--- config.mk ---
export PLATFORM = sky130hd
export DESIGN_NAME = rvb_cfg
export DESIGN_NICKNAME = d
export VERILOG_FILES = /design/src/design/rvb_pkg.sv /design/src/design/rvb_cfg.sv
export SDC_FILE = /design/constraint.sdc
export NUM_CORES = 1
export LEC_CHECK = 0
export BUFFER_PORTS_ARGS = -buffer_cell sky130_fd_sc_hd__clkbuf_2
export CAP_MARGIN = 20
export CORE_ASPECT_RATIO = 1.1
export CORE_MARGIN = 1.5
export CORE_UTILIZATION = 50
export CTS_CLUSTER_DIAMETER = 40
export CTS_CLUSTER_SIZE = 40
export DETAILED_ROUTE_END_ITERATION = 10
export PLACE_DENSITY = 0.89
export SLEW_MARGIN = 40
export SYNTH_ARGS = -nofsm -noshare
export SYNTH_HDL_FRONTEND = slang
export SYNTH_SLANG_ARGS = --single-unit
--- constraint.sdc ---
create_clock -name i_clk -period 1.89 [get_ports i_clk]
set_clock_uncertainty 0.15 [all_clocks]
set_input_delay 0 -clock i_clk [delete_from_list [all_inputs] [get_ports i_clk]]
set_output_delay 0 -clock i_clk [all_outputs]
set_load 0.02 [all_outputs]
--- src/design/rvb_pkg.sv ---
// ----------------------------------------------------------------------------
// rvb_pkg
// Shared types, register map and delay helpers for the Schroeder reverb.
// ----------------------------------------------------------------------------
package rvb_pkg;

    // Default sizing
    localparam int unsigned HISTORY_DEPTH_DEF = 4096;
    localparam int unsigned COMB_DEPTH_DEF    = 2048;
    localparam int unsigned ALLPASS_DEPTH_DEF = 256;
    localparam int unsigned TAPS_DEF          = 10;
    localparam int unsigned SAMPLE_RATE_DEF   = 44100;
    localparam int unsigned INNER_WIDTH_DEF   = 24;

    // Configuration port
    localparam int CFG_IDX_W  = 4;
    localparam int CFG_DATA_W = 16;
    localparam int GAIN_W     = 15;

    // Register indexes
    localparam logic [CFG_IDX_W-1:0] REG_COMB_A  = 4'd0;
    localparam logic [CFG_IDX_W-1:0] REG_COMB_B  = 4'd1;
    localparam logic [CFG_IDX_W-1:0] REG_COMB_C  = 4'd2;
    localparam logic [CFG_IDX_W-1:0] REG_COMB_D  = 4'd3;
    localparam logic [CFG_IDX_W-1:0] REG_AP_GAIN = 4'd4;
    localparam logic [CFG_IDX_W-1:0] REG_DRY     = 4'd5;
    localparam logic [CFG_IDX_W-1:0] REG_EARLY   = 4'd6;
    localparam logic [CFG_IDX_W-1:0] REG_REVERB  = 4'd7;

    // Register reset values, Q0.15
    localparam logic [GAIN_W-1:0] RST_COMB_A  = 15'd28554;
    localparam logic [GAIN_W-1:0] RST_COMB_B  = 15'd28927;
    localparam logic [GAIN_W-1:0] RST_COMB_C  = 15'd29211;
    localparam logic [GAIN_W-1:0] RST_COMB_D  = 15'd29528;
    localparam logic [GAIN_W-1:0] RST_AP_GAIN = 15'd22938;
    localparam logic [GAIN_W-1:0] RST_LEVEL   = 15'd9830;

    // Line delays in microseconds
    localparam int unsigned COMB_US [4] = '{39850, 36100, 33270, 30150};
    localparam int unsigned AP_US   [2] = '{5000, 1700};
    localparam int unsigned TAP_US_BASE = 20000;
    localparam int unsigned TAP_US_STEP = 8000;

    // Configuration seen by the datapath
    typedef struct packed {
        logic [3:0][GAIN_W-1:0] comb_gain;
        logic [GAIN_W-1:0]      ap_gain;
        logic [GAIN_W-1:0]      dry_level;
        logic [GAIN_W-1:0]      early_level;
        logic [GAIN_W-1:0]      reverb_level;
    } t_cfg;

    // Delay in samples, rounded, clamped to [1, depth-1]
    function automatic int unsigned delay_of(input int unsigned rate,
                                             input int unsigned us,
                                             input int unsigned depth);
        longint unsigned d;
        d = (longint'(rate) * longint'(us) + 64'd500000) / 64'd1000000;
        if (d < 1) d = 1;
        if (d > depth - 1) d = depth - 1;
        return int'(d);
    endfunction

endpackage

--- src/design/rvb_cfg.sv ---
// ----------------------------------------------------------------------------
// rvb_cfg
// Configuration register file: gains and mix levels.
// ----------------------------------------------------------------------------
module rvb_cfg import rvb_pkg::*; (
    input  logic                  i_clk,
    input  logic                  i_rst_n,
    input  logic                  i_cfg_valid,
    output logic                  o_cfg_ready,
    input  logic [CFG_IDX_W-1:0]  i_cfg_index,
    input  logic [CFG_DATA_W-1:0] i_cfg_data,
    output t_cfg                  o_cfg
);

    t_cfg r_cfg;

    assign o_cfg_ready = 1'b1;
    assign o_cfg       = r_cfg;

    // Register writes; indexes past the map are dropped
    always_ff @(posedge i_clk) begin
        if (!i_rst_n) begin
            r_cfg.comb_gain[0] <= RST_COMB_A;
            r_cfg.comb_gain[1] <= RST_COMB_B;
            r_cfg.comb_gain[2] <= RST_COMB_C;
            r_cfg.comb_gain[3] <= RST_COMB_D;
            r_cfg.ap_gain      <= RST_AP_GAIN;
            r_cfg.dry_level    <= RST_LEVEL;
            r_cfg.early_level  <= RST_LEVEL;
            r_cfg.reverb_level <= RST_LEVEL;
        end else if (i_cfg_valid) begin
            unique case (i_cfg_index)
                REG_COMB_A:  r_cfg.comb_gain[0] <= i_cfg_data[GAIN_W-1:0];
                REG_COMB_B:  r_cfg.comb_gain[1] <= i_cfg_data[GAIN_W-1:0];
                REG_COMB_C:  r_cfg.comb_gain[2] <= i_cfg_data[GAIN_W-1:0];
                REG_COMB_D:  r_cfg.comb_gain[3] <= i_cfg_data[GAIN_W-1:0];
                REG_AP_GAIN: r_cfg.ap_gain      <= i_cfg_data[GAIN_W-1:0];
                REG_DRY:     r_cfg.dry_level    <= i_cfg_data[GAIN_W-1:0];
                REG_EARLY:   r_cfg.early_level  <= i_cfg_data[GAIN_W-1:0];
                REG_REVERB:  r_cfg.reverb_level <= i_cfg_data[GAIN_W-1:0];
                default: ;
            endcase
        end
    end

endmodule

Word level (Yosys, flattened, before mapping)
Cells that the tools add are included.
Word-level totals
  memories: 0
  memory bits (read-only): 0
  flip-flop bits (word level): 120
  RAM bits: 0
  logic and storage cells: 24
  output and inout bits: 121
  latch bits: 0
Operators by class
  multipliers: 0
  reductions and logical operators: 9
  muxes and demuxes: 0
  magnitude comparators: 0
  bitwise logic cells: 0
  add/sub/neg operators: 0
  equal/unequal tests: 7
  shift operators: 0
  divide/modulo/power cells: 0
Operators by type and width (number)
  $eq 4x3->1 const B: 4
  $reduce_and 2->1: 8
  $eq 4x2->1 const B: 2
  $eq 4x1->1 const B: 1
  $logic_not 4->1: 1

Logic depth before layout (Yosys ltp)
  depth in word-level cells: 2
  gate-level depth with buffers: 6

Worst setup path before layout
No wires, ideal clock.
  path type: input -> register
  start: input i_cfg_index[3]
  end: register r_cfg, in the netlist o_cfg[61]
  setup time: 128 ps
  data required time: 1612 ps
  cell stages on the path: 4
  data arrival time: 934 ps
  slack: 678 ps
  cell sequence: or3b_1 -> buf_2 -> nor3_4 -> a21oi_1
Between the ends
  longest elaborated chain between the ends: 2
Ends and longest elaborated chain
  start: declaration: RTL line rvb_cfg.sv:10  | input logic [CFG_IDX_W-1:0] i_cfg_index,
  $logic_not 4->1: RTL line rvb_cfg.sv:32  | unique case (i_cfg_index)
  $reduce_and 2->1 (no source line)
  end: declaration: RTL line rvb_cfg.sv:15  | t_cfg r_cfg;
Every way passes these cells.
A chain may end at the register's enable or synchronous reset.

Worst setup path after layout
  start: input i_cfg_index[0]
  end: register r_cfg, in the netlist o_cfg[102]
Between the ends
  longest elaborated chain between the ends: 2
Ends and longest elaborated chain (RTL line)
  $eq 4x2->1: rvb_cfg.sv:32
  $reduce_and 2->1 (no source line)
Every way passes these cells.

==> flow_summary.ini <==
[status]
run_status = finished, violations left
violations_in_the_final_reports = negative hold slack

[layout]
register_area_um2 = 2402
synthToLayoutAreaGrowth_pct = 40.95
multi_input_area_um2 = 2078
n_antenna_cell = 0
largest_register_ffs = 120
layout.cells.most_common_list = sky130_fd_sc_hd__clkbuf_2, sky130_fd_sc_hd__dfxtp_1, sky130_fd_sc_hd__nand2_1, sky130_fd_sc_hd__mux2i_1, sky130_fd_sc_hd__nand3_1
num-fill-cells = 634
drive_above_1_share_pct = 28.55
mostFrequentLayoutCell = sky130_fd_sc_hd__clkbuf_2
design.final.nets = 707

[die]
die_area_um2 = 9877
chipWidth_um = 94.90
die_span_y_um = 104.1
initial_util_pct = 51.81
num_rows = 36
io-pin-count = 144
core_area_um2 = 8964

[sta]
final-max-slew-violation-count = 0
finalWorstPathRequiredPeriod_ps = 1798
fmax_mhz = 556.1
report.final.setup_viol = 0
grt_setup_unrepaired = false
setup_tns_ps = 0
final.period_utilization_pct = 95.14
slew_headroom_pct = 51.11
worst_slew_pin_slew_ps = 733.4
timing.hold.ws_ps = -15.17
report.final.hold_viol_count = 5

[placement]
detailed_place_hpwl_um = 9255
gp_congestion = 0.8478
place.port_buffers = 141

[worst_setup_path]
crit_path_start_kind = primary input
timing_worst_setup_path_type = in2reg
cp_data_required_time_ps = 2210
cp_slowest_stage_delay_ps = 670
cp.arrival_ps = 2120
worstPathMaxFanout = 15
path_cells = clkbuf_2, dlygate4sd3_1, nor2b_1, buf_4, nand3_1, dlygate4sd3_1, nand3_1
cell_with_the_largest_stage_delay_on_the_worst_path = sky130_fd_sc_hd__dlygate4sd3_1
end_kind = flip-flop

[drt]
route.antenna.remaining_nets = 0
drt_iter0_drc = 312
detailedRoute.firstPassIterationCount = 5
detailroute.via_count = 4483
avgViaCountPerCell = 5.528
dr_wl_cell_um = 18.01
drc = 0
drt_wl_total_um = 14600

[pwr]
power_frac_comb_pct = 7.3
p_clk_share_pct = 52.7
power_density_nw_per_um2 = 989.2
power_switching_share_pct = 23.16
sequentialPowerShare_pct = 40.0
power_switching_w = 0.001500
internal_power_w = 0.004976
worst_ir_drop_vdd_uv = 690.6
leakagePower_nw = 2.980

[grt]
globalRouteOverflowTotal = 0
grt_start_max_net_pins = 59
initial_antenna_violation_count = 0
grt_first_pass_wirelength_um = 22640
global_route.usage.met2_pct = 48.57
number_of_global_route_vias_before_repair = 4440
grt_use_met3_pct = 11.26
grt.total_usage_pct = 30.53
use_met1_pct = 35.96
most_congested_layer_reported_by_global_routing = met2

[yosys]
syn-num-nets = 524
synth_area_per_cell_um2 = 9.270
synth_flop_cell = sky130_fd_sc_hd__dfxtp_1
post_synth_instance_area_um2 = 4644
synthCells = 501
synth.distinct_cells = 23
synth-seq-area-share_pct = 51.72
synth.ff_latch_count = 120
synth-edff-count = 0
synth_async_sr_flop_share_pct = 0
yosys_warnings = 0

[clock_tree]
cts_max_level = 4
clock_tree.buffer_depth = 2
cts.sinks = 120
clock_insertion_delay_worst_skew_ps = 530
cts.reportedPaths.clkPinSlew_ps = 60
clock_tree_from_tritoncts = yes
cts_buffers = 17
clock-root-buffer = sky130_fd_sc_hd__clkbuf_8

[job]
max_cap_viol_count = 0

[worst_hold_path]
min-delay-path-class = in2reg
metrics by stage:
stage               instances  area, um2  worst slack, ps  util (%)  total power (W)
CTS                       811       6548            95.25     73.05         0.006480
floorplan                 501       4644            677.8         -         0.002887
global placement          735       5479            276.7     61.13         0.003035
finish                    811       6546            91.79     73.03         0.006475
global route              811       6546            69.89     73.03         0.006628
detailed placement        735       5479            224.7     61.13         0.003046
layer usage:
metal | vias up | part of all wire (%)
li1 | 2073 | -
met1 | 2122 | 39
met2 | 243 | 48
met3 | 45 | 9.8
met4 | 0 | 3.2
met5 | - | 0
worst paths after layout:
path,from,end,slack [ps],cells after the start
setup / recovery,i_cfg_index[0],o_cfg[102]$_SDFFE_PN1P_,90,7
setup reg to reg,o_cfg[53]$_SDFFE_PN1P_,o_cfg[53]$_SDFFE_PN1P_,400,4
hold reg to reg,o_cfg[27]$_SDFFE_PN0P_,o_cfg[27]$_SDFFE_PN0P_,310,2
hold / removal,i_cfg_valid,o_cfg[59]$_SDFFE_PN1P_,-20,5
critical path, delay by kind of cell:
family | cells | cell delay (ps)
buffers and inverters | 4 | 1660
AND/OR/NAND/NOR | 3 | 460
Yosys cell counts, types with 2 or more instances:
| library cell | instances | share of area [%] |
|---|---|---|
| sky130_fd_sc_hd__dfxtp_1 | 120 | 52 |
| sky130_fd_sc_hd__nand2_1 | 75 | 6.1 |
| sky130_fd_sc_hd__mux2i_1 | 70 | 15 |
| sky130_fd_sc_hd__nand3_1 | 67 | 7.2 |
| sky130_fd_sc_hd__a21oi_1 | 34 | 3.7 |
| sky130_fd_sc_hd__o21ai_0 | 33 | 3.6 |
| sky130_fd_sc_hd__nor2b_1 | 31 | 4.2 |
| sky130_fd_sc_hd__clkbuf_1 | 23 | 1.9 |
| sky130_fd_sc_hd__nand2b_1 | 19 | 2.6 |
| sky130_fd_sc_hd__buf_2 | 13 | 1.4 |
| sky130_fd_sc_hd__nor2_2 | 3 | 0.40 |
| sky130_fd_sc_hd__buf_4 | 2 | 0.32 |
cell type report:
| type | instances | share of cell area (%) |
|---|---|---|
| clock inverters | 12 | 2.638 |
| multi-input cells | 342 | 31.75 |
| flip-flops and latches | 120 | 36.70 |
| well taps | 114 | 2.179 |
| repair buffers | 203 | 19.78 |
| clock buffers | 20 | 6.957 |
cells by family after synthesis:
logic type / after synthesis / share of synthesized area [%]
DFF: 120 / 51.72
AOI/OAI and AO/OA: 67 / 7.220
muxes: 70 / 15.09
other: 1 / 0.08074
buffers and inverters: 39 / 3.664
and+or+nand+nor: 204 / 22.23
power by group through the flow:
stage          clock network [W]  logic (W)  registers, W
3_3_place_gp                   0   0.000392       0.00264
3_5_place_dp                   0   0.000401       0.00264
5_1_grt                  0.00353   0.000499       0.00259
6_report                 0.00341   0.000473       0.00259
2_1_floorplan                  0   0.000196       0.00269
4_1_cts                  0.00343   0.000458       0.00259
what timing repair did:
action                                 CTS  global route
resized for setup                        0             1
hold buffers                            44             1
buffers inserted                         0             0
endpoints found under the hold margin  120             8
setup endpoints to repair                0             2
No activity file was read; power rests on OpenSTA's default activity.
